<file path="src/hw/rtl/wtde_pkg.sv">
`default_nettype none
// ----------------------------------------------------------------------------
// wtde_pkg
// Shared types, constants and helpers of the word tokeniser.
// ----------------------------------------------------------------------------
package wtde_pkg;

  localparam int CNT_BITS  = 16;  // line and column counter width, 8..32
  localparam int FIELD_CNT = 16;  // counter bits carried in a result word
  localparam int BYTE_W    = 8;

  typedef logic [CNT_BITS-1:0]  cnt_t;
  typedef logic [FIELD_CNT-1:0] fcnt_t;
  typedef logic [BYTE_W-1:0]    byte_t;

  typedef enum logic [1:0] {
    KIND_LETTER   = 2'd0,
    KIND_WORD_END = 2'd1,
    KIND_TEXT_END = 2'd2
  } kind_t;

  typedef struct packed {
    kind_t kind;
    byte_t letter;
  } res_t;

  // Everything one input item produces, handed from scanner to result queue
  typedef struct packed {
    logic [1:0] n;
    res_t       r0;
    res_t       r1;
    fcnt_t      line;
    fcnt_t      col;
  } scan_res_t;

  localparam byte_t CH_TAB   = 8'h09;
  localparam byte_t CH_LF    = 8'h0A;
  localparam byte_t CH_CR    = 8'h0D;
  localparam byte_t CH_SPACE = 8'h20;
  localparam byte_t CH_APOS  = 8'h27;
  localparam byte_t CH_DOT   = 8'h2E;
  localparam byte_t CH_SLASH = 8'h2F;
  localparam byte_t CH_ZERO  = 8'h30;
  localparam byte_t CH_NINE  = 8'h39;
  localparam byte_t CH_UP_A  = 8'h41;
  localparam byte_t CH_UP_Z  = 8'h5A;
  localparam byte_t CH_BSL   = 8'h5C;
  localparam byte_t CH_LO_A  = 8'h61;
  localparam byte_t CH_LO_Z  = 8'h7A;
  localparam byte_t CASE_OFS = 8'h20;

  function automatic cnt_t sat_inc(input cnt_t v);
    return (&v) ? v : v + cnt_t'(1);
  endfunction

  // Two letters per digit, first letter in the top byte
  function automatic logic [2*BYTE_W-1:0] digit_pair(input logic [3:0] d);
    logic [2*BYTE_W-1:0] p;
    unique case (d)
      4'd0:    p = "no";
      4'd1:    p = "pa";
      4'd2:    p = "re";
      4'd3:    p = "ci";
      4'd4:    p = "vo";
      4'd5:    p = "mu";
      4'd6:    p = "xa";
      4'd7:    p = "ze";
      4'd8:    p = "bi";
      4'd9:    p = "so";
      default: p = '0;
    endcase
    return p;
  endfunction

endpackage
`default_nettype wire

</file>
<file path="src/hw/rtl/wtde_if.sv">
`default_nettype none
// ----------------------------------------------------------------------------
// wtde_if
// Valid/ready channels: input bytes, result words and the config write.
// ----------------------------------------------------------------------------
interface wtde_in_if;
  logic                       valid;
  logic                       ready;
  logic [wtde_pkg::BYTE_W-1:0] in_byte;
  logic                       end_of_input;

  modport source (output valid, in_byte, end_of_input, input ready);
  modport sink   (input valid, in_byte, end_of_input, output ready);
endinterface

interface wtde_out_if;
  logic                          valid;
  logic                          ready;
  logic [1:0]                    result_kind;
  logic [wtde_pkg::BYTE_W-1:0]    letter;
  logic [wtde_pkg::FIELD_CNT-1:0] line_number;
  logic [wtde_pkg::FIELD_CNT-1:0] column_number;
  logic                          last_of_run;

  modport source (output valid, result_kind, letter, line_number, column_number,
                  last_of_run, input ready);
  modport sink   (input valid, result_kind, letter, line_number, column_number,
                  last_of_run, output ready);
endinterface

interface wtde_cfg_if;
  logic valid;
  logic ready;
  logic interactive_mode;

  modport source (output valid, interactive_mode, input ready);
  modport sink   (input valid, interactive_mode, output ready);
endinterface
`default_nettype wire

</file>
<file path="src/hw/rtl/wtde_scan.sv">
`default_nettype none
// ----------------------------------------------------------------------------
// wtde_scan
// Scanner state and per-byte decode: classifies the held byte, works out up
// to two result words and the counters after it, commits state on take.
// ----------------------------------------------------------------------------
module wtde_scan (
  input  wire logic                clk,
  input  wire logic                rst_n,
  input  wire wtde_pkg::byte_t     in_byte,
  input  wire logic                end_of_input,
  input  wire logic                interactive,
  input  wire logic                take,
  output wtde_pkg::scan_res_t      res
);

  typedef enum logic [1:0] {
    MODE_NORMAL  = 2'd0,
    MODE_COMMENT = 2'd1,
    MODE_ESCAPE  = 2'd2,
    MODE_ENDED   = 2'd3
  } mode_t;

  mode_t              mode_r, mode_nxt;
  logic               word_open_r, word_open_nxt;
  wtde_pkg::cnt_t     line_r, line_nxt;
  wtde_pkg::cnt_t     col_r, col_nxt;

  logic               emit_wend, emit_tend, emit_l1, emit_l2;
  wtde_pkg::byte_t    let1, let2;
  logic               is_space, is_upper, is_lower, is_digit;
  logic [2*wtde_pkg::BYTE_W-1:0] pair;
  logic [3:0]         digit;

  always_comb begin
    is_space = (in_byte == wtde_pkg::CH_SPACE) ||
               (in_byte >= wtde_pkg::CH_TAB && in_byte <= wtde_pkg::CH_CR);
    is_upper = in_byte >= wtde_pkg::CH_UP_A && in_byte <= wtde_pkg::CH_UP_Z;
    is_lower = (in_byte >= wtde_pkg::CH_LO_A && in_byte <= wtde_pkg::CH_LO_Z) ||
               (in_byte == wtde_pkg::CH_APOS);
    is_digit = in_byte >= wtde_pkg::CH_ZERO && in_byte <= wtde_pkg::CH_NINE;
    digit    = 4'(in_byte - wtde_pkg::CH_ZERO);
    pair     = wtde_pkg::digit_pair(digit);
  end

  always_comb begin
    mode_nxt      = mode_r;
    word_open_nxt = word_open_r;
    line_nxt      = line_r;
    col_nxt       = col_r;
    emit_wend     = 1'b0;
    emit_tend     = 1'b0;
    emit_l1       = 1'b0;
    emit_l2       = 1'b0;
    let1          = '0;
    let2          = '0;

    if (mode_r == MODE_ENDED) begin
      // text over: everything ignored until reset
    end else if (end_of_input) begin
      col_nxt       = wtde_pkg::sat_inc(col_r);
      emit_wend     = !interactive && word_open_r;
      emit_tend     = 1'b1;
      word_open_nxt = 1'b0;
      mode_nxt      = MODE_ENDED;
    end else if (mode_r == MODE_COMMENT) begin
      if (in_byte == wtde_pkg::CH_SLASH) begin
        mode_nxt = MODE_NORMAL;
      end
    end else if (mode_r == MODE_ESCAPE && in_byte == wtde_pkg::CH_LF) begin
      // line continuation
      mode_nxt = MODE_NORMAL;
      col_nxt  = '0;
      line_nxt = wtde_pkg::sat_inc(line_r);
    end else begin
      mode_nxt = MODE_NORMAL;
      col_nxt  = wtde_pkg::sat_inc(col_r);
      if (in_byte == wtde_pkg::CH_LF) begin
        col_nxt  = '0;
        line_nxt = wtde_pkg::sat_inc(line_r);
      end
      if (in_byte == wtde_pkg::CH_LF && interactive) begin
        emit_wend     = word_open_r;
        emit_tend     = 1'b1;
        word_open_nxt = 1'b0;
        mode_nxt      = MODE_ENDED;
      end else if (is_space || in_byte == wtde_pkg::CH_DOT) begin
        emit_wend     = word_open_r;
        word_open_nxt = 1'b0;
      end else if (is_upper) begin
        emit_l1       = 1'b1;
        let1          = in_byte + wtde_pkg::CASE_OFS;
        word_open_nxt = 1'b1;
      end else if (is_lower) begin
        emit_l1       = 1'b1;
        let1          = in_byte;
        word_open_nxt = 1'b1;
      end else if (in_byte == wtde_pkg::CH_SLASH) begin
        mode_nxt = MODE_COMMENT;
      end else if (in_byte == wtde_pkg::CH_BSL) begin
        mode_nxt = MODE_ESCAPE;
      end else if (is_digit) begin
        emit_l1       = 1'b1;
        emit_l2       = 1'b1;
        let1          = pair[2*wtde_pkg::BYTE_W-1:wtde_pkg::BYTE_W];
        let2          = pair[wtde_pkg::BYTE_W-1:0];
        word_open_nxt = 1'b1;
      end
    end
  end

  // Pack the emitted words in order: word end before text end
  always_comb begin
    res.n    = 2'd0;
    res.r0   = '{kind: wtde_pkg::KIND_LETTER, letter: '0};
    res.r1   = '{kind: wtde_pkg::KIND_LETTER, letter: '0};
    res.line = wtde_pkg::fcnt_t'(line_nxt);
    res.col  = wtde_pkg::fcnt_t'(col_nxt);
    priority if (emit_tend && emit_wend) begin
      res.n  = 2'd2;
      res.r0 = '{kind: wtde_pkg::KIND_WORD_END, letter: '0};
      res.r1 = '{kind: wtde_pkg::KIND_TEXT_END, letter: '0};
    end else if (emit_tend) begin
      res.n  = 2'd1;
      res.r0 = '{kind: wtde_pkg::KIND_TEXT_END, letter: '0};
    end else if (emit_wend) begin
      res.n  = 2'd1;
      res.r0 = '{kind: wtde_pkg::KIND_WORD_END, letter: '0};
    end else if (emit_l2) begin
      res.n  = 2'd2;
      res.r0 = '{kind: wtde_pkg::KIND_LETTER, letter: let1};
      res.r1 = '{kind: wtde_pkg::KIND_LETTER, letter: let2};
    end else if (emit_l1) begin
      res.n  = 2'd1;
      res.r0 = '{kind: wtde_pkg::KIND_LETTER, letter: let1};
    end else begin
      res.n  = 2'd0;
    end
  end

  always_ff @(posedge clk) begin
    if (!rst_n) begin
      mode_r      <= MODE_NORMAL;
      word_open_r <= 1'b0;
      line_r      <= wtde_pkg::cnt_t'(1);
      col_r       <= '0;
    end else if (take) begin
      mode_r      <= mode_nxt;
      word_open_r <= word_open_nxt;
      line_r      <= line_nxt;
      col_r       <= col_nxt;
    end
  end

endmodule
`default_nettype wire

</file>
<file path="src/hw/rtl/wtde_outq.sv">
`default_nettype none
// ----------------------------------------------------------------------------
// wtde_outq
// Two-entry result register. Loads all words of one item at once, hands them
// out one per cycle while out_ch.ready is high; the head drives out_ch.
// ----------------------------------------------------------------------------
module wtde_outq (
  input  wire logic                clk,
  input  wire logic                rst_n,
  input  wire logic                load,
  input  wire wtde_pkg::scan_res_t res,
  output logic                     room,
  wtde_out_if.source               out_ch
);

  logic [1:0]          cnt_r, cnt_nxt;
  wtde_pkg::res_t      e0_r, e0_nxt;
  wtde_pkg::res_t      e1_r, e1_nxt;
  wtde_pkg::fcnt_t     line_r, line_nxt;
  wtde_pkg::fcnt_t     col_r, col_nxt;
  logic                pop;

  assign pop  = (cnt_r != 2'd0) && out_ch.ready;
  // a new item may land when empty or once the last word left is leaving
  assign room = (cnt_r == 2'd0) || (cnt_r == 2'd1 && out_ch.ready);

  always_comb begin
    cnt_nxt  = cnt_r;
    e0_nxt   = e0_r;
    e1_nxt   = e1_r;
    line_nxt = line_r;
    col_nxt  = col_r;
    priority if (load) begin
      cnt_nxt  = res.n;
      e0_nxt   = res.r0;
      e1_nxt   = res.r1;
      line_nxt = res.line;
      col_nxt  = res.col;
    end else if (pop) begin
      cnt_nxt = cnt_r - 2'd1;
      e0_nxt  = e1_r;
    end
  end

  always_ff @(posedge clk) begin
    if (!rst_n) begin
      cnt_r <= 2'd0;
    end else begin
      cnt_r <= cnt_nxt;
    end
    e0_r   <= e0_nxt;
    e1_r   <= e1_nxt;
    line_r <= line_nxt;
    col_r  <= col_nxt;
  end

  assign out_ch.valid         = cnt_r != 2'd0;
  assign out_ch.result_kind   = e0_r.kind;
  assign out_ch.letter        = e0_r.letter;
  assign out_ch.line_number   = line_r;
  assign out_ch.column_number = col_r;
  assign out_ch.last_of_run   = cnt_r == 2'd1;

endmodule
`default_nettype wire

</file>
<file path="src/hw/rtl/word_tokenizer_with_digit_expansion.sv">
`default_nettype none
// ----------------------------------------------------------------------------
// word_tokenizer_with_digit_expansion
// Byte stream to word letters, word ends and end of text, with line/column.
// ----------------------------------------------------------------------------
// A byte is taken into an input register, decoded combinationally and its one
// or two result words written together into a two-entry result register, which
// hands them out one per cycle while out_ch.ready is high. A new byte is
// accepted every cycle as long as results drain; a digit, or a word end followed
// by end of text, fills both entries of the result register, so throughput is
// one result word per cycle, i.e. one byte per cycle for plain text, while a
// digit gives two result words. Bytes giving no result (comments, dropped
// characters) pass at one per cycle even while results are held. The
// interactive_mode register may be written at any time the block is idle;
// cfg_ch.ready is always high.
// ----------------------------------------------------------------------------
module word_tokenizer_with_digit_expansion (
  input  wire logic   clk,
  input  wire logic   rst_n,
  wtde_in_if.sink     in_ch,
  wtde_out_if.source  out_ch,
  wtde_cfg_if.sink    cfg_ch
);

  logic                interactive_r;
  logic                inv_r;
  wtde_pkg::byte_t     byte_r;
  logic                eoi_r;
  logic                take;
  logic                room;
  wtde_pkg::scan_res_t res;

  assign cfg_ch.ready = 1'b1;

  always_ff @(posedge clk) begin
    if (!rst_n) begin
      interactive_r <= 1'b0;
    end else if (cfg_ch.valid) begin
      interactive_r <= cfg_ch.interactive_mode;
    end
  end

  // items without results need no space in the result register
  assign take        = inv_r && ((res.n == 2'd0) || room);
  assign in_ch.ready = !inv_r || take;

  always_ff @(posedge clk) begin
    if (!rst_n) begin
      inv_r <= 1'b0;
    end else if (in_ch.ready) begin
      inv_r <= in_ch.valid;
    end
    if (in_ch.ready && in_ch.valid) begin
      byte_r <= in_ch.in_byte;
      eoi_r  <= in_ch.end_of_input;
    end
  end

  wtde_scan u_scan (
    .clk          (clk),
    .rst_n        (rst_n),
    .in_byte      (byte_r),
    .end_of_input (eoi_r),
    .interactive  (interactive_r),
    .take         (take),
    .res          (res)
  );

  wtde_outq u_outq (
    .clk    (clk),
    .rst_n  (rst_n),
    .load   (take && (res.n != 2'd0)),
    .res    (res),
    .room   (room),
    .out_ch (out_ch)
  );

endmodule
`default_nettype wire

</file>
<file path="src/flat_wrapper.sv">
// flat-port wrapper written by rule: the top's interface ports become plain ports
module word_tokenizer_with_digit_expansion_flat 
  (clk, rst_n, in_ch_valid, in_ch_in_byte, in_ch_end_of_input, in_ch_ready, out_ch_valid, out_ch_result_kind, out_ch_letter, out_ch_line_number, out_ch_column_number, out_ch_last_of_run, out_ch_ready, cfg_ch_valid, cfg_ch_interactive_mode, cfg_ch_ready);
  wtde_in_if in_ch_i ();
  wtde_out_if out_ch_i ();
  wtde_cfg_if cfg_ch_i ();
  input  wire logic clk;
  input  wire logic rst_n;
  input wire logic [$bits(in_ch_i.valid)-1:0] in_ch_valid;
  input wire logic [$bits(in_ch_i.in_byte)-1:0] in_ch_in_byte;
  input wire logic [$bits(in_ch_i.end_of_input)-1:0] in_ch_end_of_input;
  output wire logic [$bits(in_ch_i.ready)-1:0] in_ch_ready;
  output wire logic [$bits(out_ch_i.valid)-1:0] out_ch_valid;
  output wire logic [$bits(out_ch_i.result_kind)-1:0] out_ch_result_kind;
  output wire logic [$bits(out_ch_i.letter)-1:0] out_ch_letter;
  output wire logic [$bits(out_ch_i.line_number)-1:0] out_ch_line_number;
  output wire logic [$bits(out_ch_i.column_number)-1:0] out_ch_column_number;
  output wire logic [$bits(out_ch_i.last_of_run)-1:0] out_ch_last_of_run;
  input wire logic [$bits(out_ch_i.ready)-1:0] out_ch_ready;
  input wire logic [$bits(cfg_ch_i.valid)-1:0] cfg_ch_valid;
  input wire logic [$bits(cfg_ch_i.interactive_mode)-1:0] cfg_ch_interactive_mode;
  output wire logic [$bits(cfg_ch_i.ready)-1:0] cfg_ch_ready;
  assign in_ch_i.valid = in_ch_valid;
  assign in_ch_i.in_byte = in_ch_in_byte;
  assign in_ch_i.end_of_input = in_ch_end_of_input;
  assign in_ch_ready = in_ch_i.ready;
  assign out_ch_valid = out_ch_i.valid;
  assign out_ch_result_kind = out_ch_i.result_kind;
  assign out_ch_letter = out_ch_i.letter;
  assign out_ch_line_number = out_ch_i.line_number;
  assign out_ch_column_number = out_ch_i.column_number;
  assign out_ch_last_of_run = out_ch_i.last_of_run;
  assign out_ch_i.ready = out_ch_ready;
  assign cfg_ch_i.valid = cfg_ch_valid;
  assign cfg_ch_i.interactive_mode = cfg_ch_interactive_mode;
  assign cfg_ch_ready = cfg_ch_i.ready;
  word_tokenizer_with_digit_expansion u_core (.clk(clk), .rst_n(rst_n), .in_ch(in_ch_i), .out_ch(out_ch_i), .cfg_ch(cfg_ch_i));
endmodule
</file>
<file path="config.mk">
export PLATFORM = sky130hd
export DESIGN_NAME = word_tokenizer_with_digit_expansion_flat
export DESIGN_NICKNAME = d
export VERILOG_FILES = /design/src/hw/rtl/wtde_pkg.sv /design/src/hw/rtl/wtde_if.sv /design/src/hw/rtl/wtde_scan.sv /design/src/hw/rtl/wtde_outq.sv /design/src/hw/rtl/word_tokenizer_with_digit_expansion.sv /design/src/flat_wrapper.sv
export SDC_FILE = /design/constraint.sdc
export NUM_CORES = 1
export LEC_CHECK = 0
export BUFFER_PORTS_ARGS = -buffer_cell sky130_fd_sc_hd__buf_2
export CAP_MARGIN = 15
export CORE_MARGIN = 2
export CORE_UTILIZATION = 30
export CTS_BUF_LIST = sky130_fd_sc_hd__clkbuf_8
export DETAILED_ROUTE_END_ITERATION = 10
export MAX_ROUTING_LAYER = met4
export RECOVER_POWER = 100
export SLEW_MARGIN = 20
export SYNTH_ARGS = -nofsm -noshare
export SYNTH_HDL_FRONTEND = slang
export SYNTH_SLANG_ARGS = --single-unit
</file>
<file path="constraint.sdc">
create_clock -name clk -period 5 [get_ports clk]
set_input_delay 1.5 -clock clk [delete_from_list [all_inputs] [get_ports clk]]
set_output_delay 1.5 -clock clk [all_outputs]
set_load 0.02 [all_outputs]
</file>
Word level (Yosys, flattened, before mapping)
Memories as Yosys holds them, arrays and structs flattened. Index checks and enable logic that the tools add are counted.

Add/subtract/negate cells: 5. Order comparisons: 8. Eq/ne operators: 15. Mux-type cells: 97. Bitwise operators: 3. Reduce and logical (&&, ||, !) cells: 33.

Operator list (number): two-way mux 8 bit (26); two-way mux 16 bit (12); two-way mux 1 bit (41); two-way mux 12 bit (3); adder 16 x 1 -> 16 bit (second input constant) (2); == test 8 x 6 -> 1 bit (second input constant) (4); AND reduction 16 bit (2); two-way mux 2 bit (12); two-way mux 22 bit (1); two-way mux 10 bit (2); >= comparator 8 x 7 -> 1 bit (second input constant) (2); <= comparator 8 x 7 -> 1 bit (second input constant) (2); OR reduction 15 bit (1); logical AND 1 bit (13); adder 8 x 6 -> 8 bit (second input constant) (1); == test 8 x 4 -> 1 bit (second input constant) (1); == test 8 x 7 -> 1 bit (second input constant) (1); >= comparator 8 x 4 -> 1 bit (second input constant) (1); >= comparator 8 x 6 -> 1 bit (second input constant) (1); <= comparator 8 x 4 -> 1 bit (second input constant) (1); <= comparator 8 x 6 -> 1 bit (second input constant) (1); AND reduction 7 bit (1); logical OR 1 bit (6); != test 6 x 3 -> 1 bit (second input constant) (1); other kinds (14) (23).

Flip-flop bits (word level): 100. Memory bits (read-only): 224. Memories: 1.

Memory list: (name not given) (depth 16, width 14, rd ports 1, clocked after memory_dff 0, wr ports 0, RTL line wtde_pkg.sv:59) `unique case (d)`.

Depth between registers and ports, before layout
Gate-level depths: netlist of run 1.

Depth in word-level cells: 23. Gate-level depth with buffers: 14. Depth with buffers taken out: 13.

Cells and area by module
From an unflattened synthesis of run 1, not the netlist that was laid out.

Cell total of the unflattened synthesis: 588. Area total of the unflattened synthesis: 5596.6 um^2.

By module, submodules not included: wtde_scan (times used 1, cells an instance 482, area an instance 3339.5 um^2, sequential area each 700.7 um^2); wtde_outq (times used 1, cells an instance 82, area an instance 1868.0 um^2, sequential area each 1601.5 um^2); word_tokenizer_with_digit_expansion (times used 1, cells an instance 24, area an instance 389.1 um^2, sequential area each 310.3 um^2).

Least setup slack after synthesis of run 1
Ideal clock, no wire load.

Path type: input to register. From: input out_ch_ready. To: register, netlist name u_core.u_scan.pair[12]. Library setup time: 0.060 ns. Data arrival time: 3.527 ns. Data required time: 4.940 ns. Slack: 1.414 ns. Stages: 11. Path through: a21oi_1 > a21oi_1 > a41oi_4 > buf_2 > mux2i_1 > inv_1 > ha_1 > nor2b_1 > a2111oi_0 > a21oi_1 > nand2_1.

RTL lines: start, declared (RTL line flat_wrapper.sv:19) `input wire logic [$bits(out_ch_i.ready)-1:0] out_ch_ready;`.

Final worst setup path of run 1
From: register u_core.byte_r[2]. To: output in_ch_ready.

Word-level cells in the longest chain between the ends: 22. Elaborated cells between the ends (all ways): 63. Classes of those cells: order compare: 8; eq/ne: 6; mux: 35; reduce/logical: 14.

Ends and longest elaborated chain: start, declared (RTL line word_tokenizer_with_digit_expansion.sv:27) `wtde_pkg::byte_t byte_r;`; start signal, assigned (RTL line word_tokenizer_with_digit_expansion.sv:54) `byte_r <= in_ch.in_byte;`; >= comparator 8 x 6 -> 1 bit / <= comparator 8 x 6 -> 1 bit (equally long branches) (RTL line wtde_scan.sv:41) `is_digit = in_byte >= wtde_pkg::CH_ZERO && in_byte <= wtde_pkg::CH_NINE;`; logical AND 1 bit (RTL line wtde_scan.sv:41); two-way mux 1 bit (RTL line wtde_scan.sv:102) `end else if (is_digit) begin`; two-way mux 1 bit (RTL line wtde_scan.sv:100) `end else if (in_byte == wtde_pkg::CH_BSL) begin`; two-way mux 1 bit (RTL line wtde_scan.sv:98) `end else if (in_byte == wtde_pkg::CH_SLASH) begin`; two-way mux 1 bit (RTL line wtde_scan.sv:94) `end else if (is_lower) begin`; two-way mux 1 bit (RTL line wtde_scan.sv:90) `end else if (is_upper) begin`; two-way mux 1 bit (RTL line wtde_scan.sv:87) `end else if (is_space || in_byte == wtde_pkg::CH_DOT) begin`; [6 not listed]; two-way mux 12 bit (RTL line wtde_scan.sv:129) `end else if (emit_l2) begin`; two-way mux 12 bit (RTL line wtde_scan.sv:126) `end else if (emit_wend) begin`; two-way mux 12 bit (RTL line wtde_scan.sv:123) `end else if (emit_tend) begin`; two-way mux 22 bit * (RTL line wtde_scan.sv:119) `priority if (emit_tend && emit_wend) begin`; logical NOT 2 bit * (RTL line word_tokenizer_with_digit_expansion.sv:44) `assign take = inv_r && ((res.n == 2'd0) || room);`; logical OR 1 bit * (RTL line word_tokenizer_with_digit_expansion.sv:44); logical AND 1 bit * (RTL line word_tokenizer_with_digit_expansion.sv:44); logical OR 1 bit * (RTL line word_tokenizer_with_digit_expansion.sv:45) `assign in_ch.ready = !inv_r || take;`; end, declared (RTL line flat_wrapper.sv:12) `output wire logic [$bits(in_ch_i.ready)-1:0] in_ch_ready;`.

Mark *: on every way between the ends. The rest lies on a longest branch, timed or not.

==> impl_metrics.env, run 1 <==
export IMPL_syn_inst=563
export IMPL_maxSlewViolCount=0
export IMPL_core_area_um2=17400
export IMPL_io_pins=61
export IMPL_worstReg2RegStart="u_core.byte_r[2]"
export IMPL_period_share=0.910
export IMPL_hold_end="u_core.u_outq.cnt_r[1]"
export IMPL_ys_types=67
export IMPL_gp_congestion=0.830
export IMPL_fin_setup_tns_ns=0
export IMPL_area_growth_pct=10.7
export IMPL_power_leakage_nw=2.05
export IMPL_hold_violations=0
export IMPL_wl_um=12600
export IMPL_ant_nets=0
export IMPL_drt_iter0_drc=305
export IMPL_p_per_area_nw_per_um2=334
export IMPL_numClockSinks=106
export IMPL_seq_area_frac_synth=0.500
export IMPL_holdPathStages=2
export IMPL_cp_max_fo=21
export IMPL_worst_hold_slack_ns=0.487
export IMPL_synth_fp_nets=590
export IMPL_ys_warn_count=0
export IMPL_status="finished clean"
export IMPL_critPathLaunchType="flip-flop"
export IMPL_grt_pass1_wl_um=20100
export IMPL_reg2reg_depth=8
export IMPL_first_global_vias=4171
export IMPL_skew_ns=0.0178
export IMPL_cts_tree="done"
export IMPL_synthTopCellsByArea="edfxtp_1 32%, dfxtp_1 18%, nand2_1 4.3%"
export IMPL_drive_gt1_frac=0.0572
export IMPL_finalInstanceArea_um2=5960
export IMPL_ys_dominant_reg_cell="edfxtp_1"
export IMPL_die_h_um=138
export IMPL_worstSetupEndpointType="output port"
export IMPL_gr_total_overflow=0
export IMPL_synth_avg_cell_area_um2=9.57
export IMPL_grt_start_max_net_pins=34
export IMPL_timing_rr_end="u_core.u_scan.mode_r[1]"
export IMPL_ys_async_sr_fraction=0
export IMPL_dp_hpwl_um=8880
export IMPL_rsz0062_at_grt="no"
export IMPL_rows=48
export IMPL_ctsHoldBuffers=0
export IMPL_power_mw=1.99
export IMPL_critPathKind="flip-flop to output port"
export IMPL_synth_seq_cells=106
export IMPL_cts_buffer_depth=2
export IMPL_viasPerCell=5.22
export IMPL_min_delay_start="u_core.u_outq.cnt_r[1]"
export IMPL_cts_clk_slew_worst_paths_ns=0.11
export IMPL_arrival_ns=3.05
export IMPL_track_usage=0.140
export IMPL_setup_viol=0
export IMPL_drtPass1Iterations=5
export IMPL_critPathRequiredTime_ns=3.50
export IMPL_synth_most_common_cell="nand2_1"
export IMPL_routedWlPerCell_um=15.1
export IMPL_drcViolationCount=0
export IMPL_numCtsBuffers=9
export IMPL_startpoint="u_core.byte_r[2]"
export IMPL_start_util=0.309
export IMPL_tightest_slew_ns=1.19
export IMPL_cts_setup_buffers=0
export IMPL_io_buffers=59
export IMPL_maxCapViolCount=0
export IMPL_final_fill_count=1814
export IMPL_n_antenna_cell=0
export IMPL_vias=4373
export IMPL_dieWidth_um=138
export IMPL_yosys_top_cells_count="61 x nand2_1, 57 x edfxtp_1, 49 x dfxtp_1, 49 x nor2_1, 38 x a21oi_1"
export IMPL_synth_area_um2=5390
export IMPL_finalCriticalPeriod_ns=4.55
export IMPL_synth_top_area_share=0.318
export IMPL_root_buffer="clkbuf_8"
export IMPL_slew_limit_headroom=0.208
export IMPL_antenna_found_initial=0
export IMPL_hp_class="flip-flop to flip-flop"
export IMPL_ff2ff_setup_slack_ns=0.55
export IMPL_htreeDepth=3
export IMPL_die_area_um2=19000
export IMPL_synth_edf_count=57
export IMPL_ctsResizeCount=0
export IMPL_clock_latency_ns=0.40
export IMPL_place_area_um2=5860
export IMPL_maxClockFrequency_ghz=0.220
export IMPL_nets=634
export IMPL_peakVddDrop_v=0.000120
export IMPL_synth_top_area_cell="edfxtp_1"
[worst max-delay path, stage by stage, from the launching register on]
cell and delay [ns]:
edfxtp_1 0.67, nor4_2 0.47, a32oi_1 0.09, a21oi_1 0.42, a311o_1 0.37, and2_0 0.21, nand2_1 0.07, nand3_1 0.12
clkbuf_1 0.24
[state kept, by name, indices dropped and copies added, names as in the netlist, 6 cells and up]
register,count
u_core.u_scan.line_r,16
u_core.u_outq.out_ch.letter,8
u_core.u_outq.e1_r,6
u_core.u_outq.out_ch.column_number,16
u_core.u_scan.col_r,16
u_core.u_scan.pair,10
u_core.byte_r,8
u_core.u_outq.out_ch.line_number,16
[per-layer routing]
metal / wire, um / track usage / vias up / part of all wire
li1: - / - / 2132 / -
met1: 5660 / 0.171 / 2088 / 0.45
met2: 5940 / 0.222 / 128 / 0.47
met3: 694 / 0.0285 / 25 / 0.055
met4: 306 / 0.0652 / 0 / 0.024
met5: 0 / - / - / 0
[kinds of logic after synthesis]
kind of cell               after synthesis  synth area share
and+or+nand+nor                        222             0.205
AOI/OAI and AO/OA                      133             0.163
DFF                                    106             0.500
buffers and inverters                   52            0.0400
xor gates and xnor gates                25            0.0407
adders and majority gates               12            0.0279
muxes                                   12            0.0232
other                                    1          0.000696
[worst max path at each step]
stage / cells after the start / end / slack [ns]
global placement: 11 / u_core.u_scan.pair[9] / 1.0
global route: 8 / u_core.u_scan.mode_r[1] / 0.12
finish: 8 / in_ch_ready / 0.45
detailed placement: 11 / u_core.u_scan.pair[9] / 0.92
floorplan: 11 / u_core.u_scan.pair[12] / 1.41
CTS: 8 / in_ch_ready / 0.48
[metrics by stage]
stage | worst slack, ns | instances | util
finish | 0.450 | 837 | 0.342
global route | 0.118 | 837 | 0.342
CTS | 0.484 | 837 | 0.347
detailed placement | 0.924 | 821 | 0.337
global placement | 1.00 | 821 | 0.337
floorplan | 1.41 | 563 | -
[placed cells by master (no fill, tap or decap), types with 6 or more instances in the layout]
cell type and instances:
edfxtp_1 57, nor3_1 22, clkbuf_8 9, nand2b_1 9, a21oi_1 38, nand2_1 61
and3_1 9, ha_1 12, a31oi_1 7, inv_1 21, dfxtp_1 49, or3_1 7
nand3_1 22, xor2_1 11, clkbuf_1 53, xnor2_1 14, and2_0 6, nor2b_1 8
mux2i_1 8, nor2_1 49, buf_2 10, o21ai_0 35, nand4_1 9
[final cells by class]
cell class	count	area, um^2	share of cell area
flip-flops and latches	106	2690	0.452
multi-input cells	405	2470	0.414
well taps	225	282	0.0472
repair buffers	64	254	0.0426
clock buffers	9	124	0.0208
inverters	21	78.8	0.0132
clock inverters	7	61.3	0.0103
[power breakdown]
part           leakage [nW]  switching (mW)  internal [mW]
Combinational          1.03           0.273          0.122
Clock                0.0936           0.324          0.191
Sequential            0.928          0.0665           1.02
(Power assumes the default switching activity.)
==> inputs of run 2 (changes only) <==
--- a/config.mk
+++ b/config.mk
@@ -5,7 +5,7 @@
 export SDC_FILE = /design/constraint.sdc
 export NUM_CORES = 1
 export LEC_CHECK = 0
-export BUFFER_PORTS_ARGS = -buffer_cell sky130_fd_sc_hd__buf_2
+export BUFFER_PORTS_ARGS = -buffer_cell sky130_fd_sc_hd__clkbuf_2
 export CAP_MARGIN = 15
 export CORE_MARGIN = 2
 export CORE_UTILIZATION = 30
==> run 2 against run 1 <==
Net effect:
- design area increased by 0.57%
- register-to-register slack improved by 0.30 ns
- critical path type unchanged
- combinational power about the same
- sequential power about the same
- die area unchanged
- core utilization increased by 0.19 points
- the flow now finishes with violations (max-capacitance violations, max-slew violations)
- clock power increased by 11%
- clock skew about the same
- first-iteration DRC count increased by 31%
- global-route usage decreased by 0.073 points
==> impl_metrics.env, run 2 (synthesized netlist as in run 1, its figures left out) <==
export IMPL_n_antenna_cell=0
export IMPL_final_common_cell="nand2_1"
export IMPL_cts_clk_slew_worst_paths_ns=0.10
export IMPL_arrival_ns=3.08
export IMPL_peakVddDrop_v=0.000125
export IMPL_seqCellArea_um2=2690
export IMPL_viasPerCell=5.23
export IMPL_cts_tree="done"
export IMPL_ctsHoldBuffers=0
export IMPL_setup_viol=0
export IMPL_instances_no_fill=837
export IMPL_cts_setup_buffers=0
export IMPL_cpPeakStageDelay_ns=0.67
export IMPL_worstReg2RegStart="u_core.byte_r[2]"
export IMPL_status="finished with violations"
export IMPL_maxCapViolCount=1
export IMPL_power_mw=2.05
export IMPL_numCtsBuffers=9
export IMPL_ctsResizeCount=0
export IMPL_vias=4381
export IMPL_critPathKind="flip-flop to output port"
export IMPL_grt_start_max_net_pins=34
export IMPL_ant_nets=0
export IMPL_numClockSinks=106
export IMPL_gr_total_overflow=0
export IMPL_worstSetupEndpointType="output port"
export IMPL_rows=48
export IMPL_cp_max_fo=21
export IMPL_critPathLaunchType="flip-flop"
export IMPL_cts_buffer_depth=2
export IMPL_area_growth_pct=11.3
export IMPL_io_pins=61
export IMPL_die_h_um=138
export IMPL_maxSlewViolCount=18
export IMPL_finalInstanceArea_um2=6000
export IMPL_final_fill_count=1804
export IMPL_first_global_vias=4150
export IMPL_io_buffers=59
export IMPL_drive_gt1_frac=0.0588
export IMPL_drcViolationCount=0
export IMPL_multi_input_comb_area_um2=2470
export IMPL_mostFrequentLayoutCells="61 x nand2_1, 57 x edfxtp_1, 52 x clkbuf_1, 49 x nor2_1, 49 x dfxtp_1"
export IMPL_period_share=0.916
export IMPL_grt_pass1_wl_um=20300
export IMPL_pre_cts_ws_ns=0.913
export IMPL_tightest_slew_ns=1.68
export IMPL_root_buffer="clkbuf_8"
export IMPL_cp_num_buf_inv=1
export IMPL_hold_violations=0
export IMPL_slew_limit_headroom=-0.135
export IMPL_critPathRequiredTime_ns=3.50
export IMPL_failed_checks="max-capacitance violations, max-slew violations"
export IMPL_antenna_found_initial=0
export IMPL_slowest_stage="edfxtp_1"
export IMPL_finalCriticalPeriod_ns=4.58
export IMPL_die_area_um2=19000
export IMPL_cp_cell_sequence="nor4_2 -> a32oi_1 -> a21oi_1 -> a311o_1 -> and2_0 -> nand2_1 -> nand3_1 -> clkbuf_1"
export IMPL_start_util=0.309
export IMPL_routedWlPerCell_um=14.9
export IMPL_maxClockFrequency_ghz=0.218
export IMPL_track_usage=0.139
export IMPL_p_per_area_nw_per_um2=342
export IMPL_nets=634
export IMPL_skew_ns=0.0174
export IMPL_rsz0062_at_grt="no"
export IMPL_finalWorstSetupSlack_ns=0.422
export IMPL_drtPass1Iterations=5
export IMPL_fin_setup_tns_ns=0
export IMPL_critical_path_top_delay_family="compound AO/OA/AOI/OAI gates"
export IMPL_place_area_um2=5860
export IMPL_drt_iter0_drc=399
export IMPL_power_leakage_nw=2.07
export IMPL_dieWidth_um=138
export IMPL_startpoint="u_core.byte_r[2]"
export IMPL_dp_cells=821
export IMPL_worst_hold_slack_ns=0.473
export IMPL_wl_um=12400
export IMPL_clock_latency_ns=0.40
export IMPL_min_delay_start="u_core.u_outq.cnt_r[1]"
export IMPL_dp_hpwl_um=8890
export IMPL_fin_util=0.344
export IMPL_core_area_um2=17400
export IMPL_htreeDepth=3
export IMPL_gp_congestion=0.830
export IMPL_hp_class="flip-flop to flip-flop"
==> run 2: cell count changes in the layout (fill, tap and decap cells not counted), moves of 2 or more <==
cell	previous run	this run
clkinv_4	2	0
inv_6	1	3
clkbuf_2	1	11
buf_2	10	0
==> run 2: routing by layer <==
| metal | wire (um) | share of wire | track usage | up-vias |
|---|---|---|---|---|
| met5 | 0 | 0 | - | - |
| met1 | 5640 | 0.45 | 0.175 | 2097 |
| met4 | 208 | 0.017 | 0.0556 | 0 |
| met3 | 656 | 0.053 | 0.0289 | 19 |
| li1 | - | - | - | 2131 |
| met2 | 5930 | 0.48 | 0.219 | 134 |
==> run 2: power breakdown <==
part | switching [mW] | internal, mW | total (mW)
sequential | 0.0652 | 1.02 | 1.08
clock | 0.327 | 0.244 | 0.571
combinational | 0.272 | 0.122 | 0.394
total | 0.664 | 1.38 | 2.05
==> run 2: final timing paths <==
path | cells past startpoint | slack [ns] | endpoint
setup / recovery | 8 | 0.42 | in_ch_ready
hold / removal | 2 | 0.47 | u_core.u_outq.cnt_r[1]
setup reg to reg | 8 | 0.85 | u_core.u_scan.col_r[6]
hold reg to reg | 2 | 0.47 | u_core.u_outq.cnt_r[1]
==> run 2: area by class of cell <==
cell class | instances | area share
clock buffer | 9 | 0.0207
sequential | 106 | 0.449
inverter | 21 | 0.0131
multi-input combinational | 405 | 0.412
clock inverter | 7 | 0.0152
tap | 225 | 0.0469
timing repair buffer | 64 | 0.0430
==> run 2: worst register-to-register path: stages (launching register included) <==
cell and delay (ns):
edfxtp_1 0.77, nor4_2 0.16, nor2b_1 0.18, or3_1 0.42, a311o_1 0.48, a41oi_1 1.34, buf_4 0.44, nor2_1 0.07
a211oi_1 0.22
==> inputs of run 3 (changes only) <==
--- a/config.mk
+++ b/config.mk
@@ -13,6 +13,7 @@
 export DETAILED_ROUTE_END_ITERATION = 10
 export MAX_ROUTING_LAYER = met4
 export RECOVER_POWER = 100
+export REMOVE_ABC_BUFFERS = 1
 export SLEW_MARGIN = 20
 export SYNTH_ARGS = -nofsm -noshare
 export SYNTH_HDL_FRONTEND = slang
==> run 3 against run 2 <==
Net effect:
- the flow now finishes without violations
- wire length is 1.4% lower
- sequential power barely moved
- non-clock buffer count unchanged
- via count is 4.1% lower
- flip-flop and latch count unchanged
- sequential share of layout area grew 0.18 points
- clock skew barely moved
- power down 1.3%
- critical path depth unchanged
- critical endpoint unchanged
==> impl_metrics.env, run 3 (synthesized netlist as in run 1, its figures left out) <==
export IMPL_startpoint="u_core.byte_r[2]"
export IMPL_fin_setup_tns_ns=0
export IMPL_start_util=0.309
export IMPL_track_usage=0.136
export IMPL_drt_iter0_drc=283
export IMPL_nets=634
export IMPL_dp_hpwl_um=8790
export IMPL_period_share=0.905
export IMPL_rsz0062_at_grt="no"
export IMPL_rows=48
export IMPL_root_buffer="clkbuf_8"
export IMPL_finalWorstSetupSlack_ns=0.474
export IMPL_mostFrequentLayoutCells="61 x nand2_1, 57 x edfxtp_1, 53 x clkbuf_1, 49 x nor2_1, 49 x dfxtp_1"
export IMPL_power_mw=2.02
export IMPL_maxClockFrequency_ghz=0.221
export IMPL_critPathRequiredTime_ns=3.50
export IMPL_numCtsBuffers=9
export IMPL_cts_setup_buffers=0
export IMPL_cts_buffer_depth=2
export IMPL_antenna_found_initial=0
export IMPL_cp_cell_sequence="nor4_2 -> a32oi_1 -> a21oi_1 -> a311o_1 -> and2_0 -> nand2_1 -> nand3_1 -> clkbuf_1"
export IMPL_hold_violations=0
export IMPL_critPathKind="flip-flop to output port"
export IMPL_power_switching_mw=0.638
export IMPL_worst_hold_slack_ns=0.481
export IMPL_p_int_mw=1.38
export IMPL_critPathLaunchType="flip-flop"
export IMPL_pre_cts_ws_ns=0.899
export IMPL_peakVddDrop_v=0.000169
export IMPL_wl_um=12300
export IMPL_p_per_area_nw_per_um2=338
export IMPL_finalCriticalPeriod_ns=4.53
export IMPL_die_area_um2=19000
export IMPL_cts_clk_slew_worst_paths_ns=0.09
export IMPL_tightest_slew_ns=1.18
export IMPL_setup_viol=0
export IMPL_min_delay_start="u_core.u_outq.cnt_r[1]"
export IMPL_power_leakage_nw=2.07
export IMPL_drcViolationCount=0
export IMPL_ctsResizeCount=0
export IMPL_worstSetupEndpointType="output port"
export IMPL_numClockSinks=106
export IMPL_ctsHoldBuffers=0
export IMPL_core_area_um2=17400
export IMPL_grt_start_max_net_pins=34
export IMPL_arrival_ns=3.03
export IMPL_cp_max_fo=21
export IMPL_htreeDepth=3
export IMPL_viasPerCell=5.02
export IMPL_routedWlPerCell_um=14.6
export IMPL_area_growth_pct=10.9
export IMPL_pwr_share_clk=0.266
export IMPL_ant_nets=0
export IMPL_power_share_sequential=0.538
export IMPL_slew_limit_headroom=0.215
export IMPL_maxCapViolCount=0
export IMPL_cpPeakStageDelay_ns=0.68
export IMPL_worstReg2RegStart="u_core.byte_r[2]"
export IMPL_dieWidth_um=138
export IMPL_io_pins=61
export IMPL_drtPass1Iterations=4
export IMPL_skew_ns=0.0174
export IMPL_die_h_um=138
export IMPL_status="finished clean"
export IMPL_drive_gt1_frac=0.0523
export IMPL_p_comb_frac=0.196
export IMPL_final_common_cell="nand2_1"
export IMPL_cts_tree="done"
export IMPL_io_buffers=59
export IMPL_grt_pass1_wl_um=19600
export IMPL_hp_class="flip-flop to flip-flop"
export IMPL_clock_latency_ns=0.39
export IMPL_gr_total_overflow=0
export IMPL_first_global_vias=4089
export IMPL_n_antenna_cell=0
export IMPL_ff2ff_setup_slack_ns=0.57
export IMPL_vias=4200
export IMPL_swShare=0.316
export IMPL_maxSlewViolCount=0
export IMPL_slowest_stage="edfxtp_1"
export IMPL_gp_congestion=0.953
==> run 3: worst paths after layout <==
kind / endpoint / cells past startpoint
worst min-delay path: u_core.u_outq.cnt_r[1] / 2
worst min register to register: u_core.u_outq.cnt_r[1] / 2
worst max register to register: u_core.u_scan.mode_r[1] / 8
worst max-delay path: in_ch_ready / 8
==> run 3: stage by stage <==
| stage | area (um^2) | instances | utilization |
|---|---|---|---|
| after floorplan | 5250 | 532 | - |
| after global placement | 5860 | 821 | 0.337 |
| after detailed placement | 5860 | 821 | 0.337 |
| after CTS | 6060 | 837 | 0.348 |
| after global routing | 5970 | 837 | 0.343 |
| final | 5970 | 837 | 0.343 |
==> run 3: per-layer routing <==
layer	share of wire	global-route usage	wire [um]	vias to the layer above
li1	-	-	-	2131
met1	0.46	0.163	5640	1978
met2	0.49	0.227	5980	82
met3	0.043	0.0344	532	9
met4	0.0090	0.0385	110	0
met5	0	-	0	-
==> run 3: layout make-up <==
cell class	count	area, um^2
Inverter	21	78.8
Clock inverter	6	57.6
Multi-Input combinational cell	405	2470
Sequential cell	106	2690
Fill cell	1822	11400
Timing Repair Buffer	64	254
Clock buffer	10	138
Tap cell	225	282
==> run 3: power by group through the flow <==
stage,Sequential (mW),Clock (mW),Combinational [mW]
after floorplan,1.13,0,0.242
after global placement,1.10,0,0.403
after detailed placement,1.11,0,0.412
after CTS,1.09,0.558,0.414
after global routing,1.10,0.588,0.443
final,1.09,0.538,0.397
==> run 3: critical path, delay by kind of cell, from the launching register on <==
kind	cells	cell delay, ns
and+or+nand+nor	4	0.82
AOI/OAI and AO/OA	3	0.89
buffers and inverters	1	0.26
DFF	1	0.68
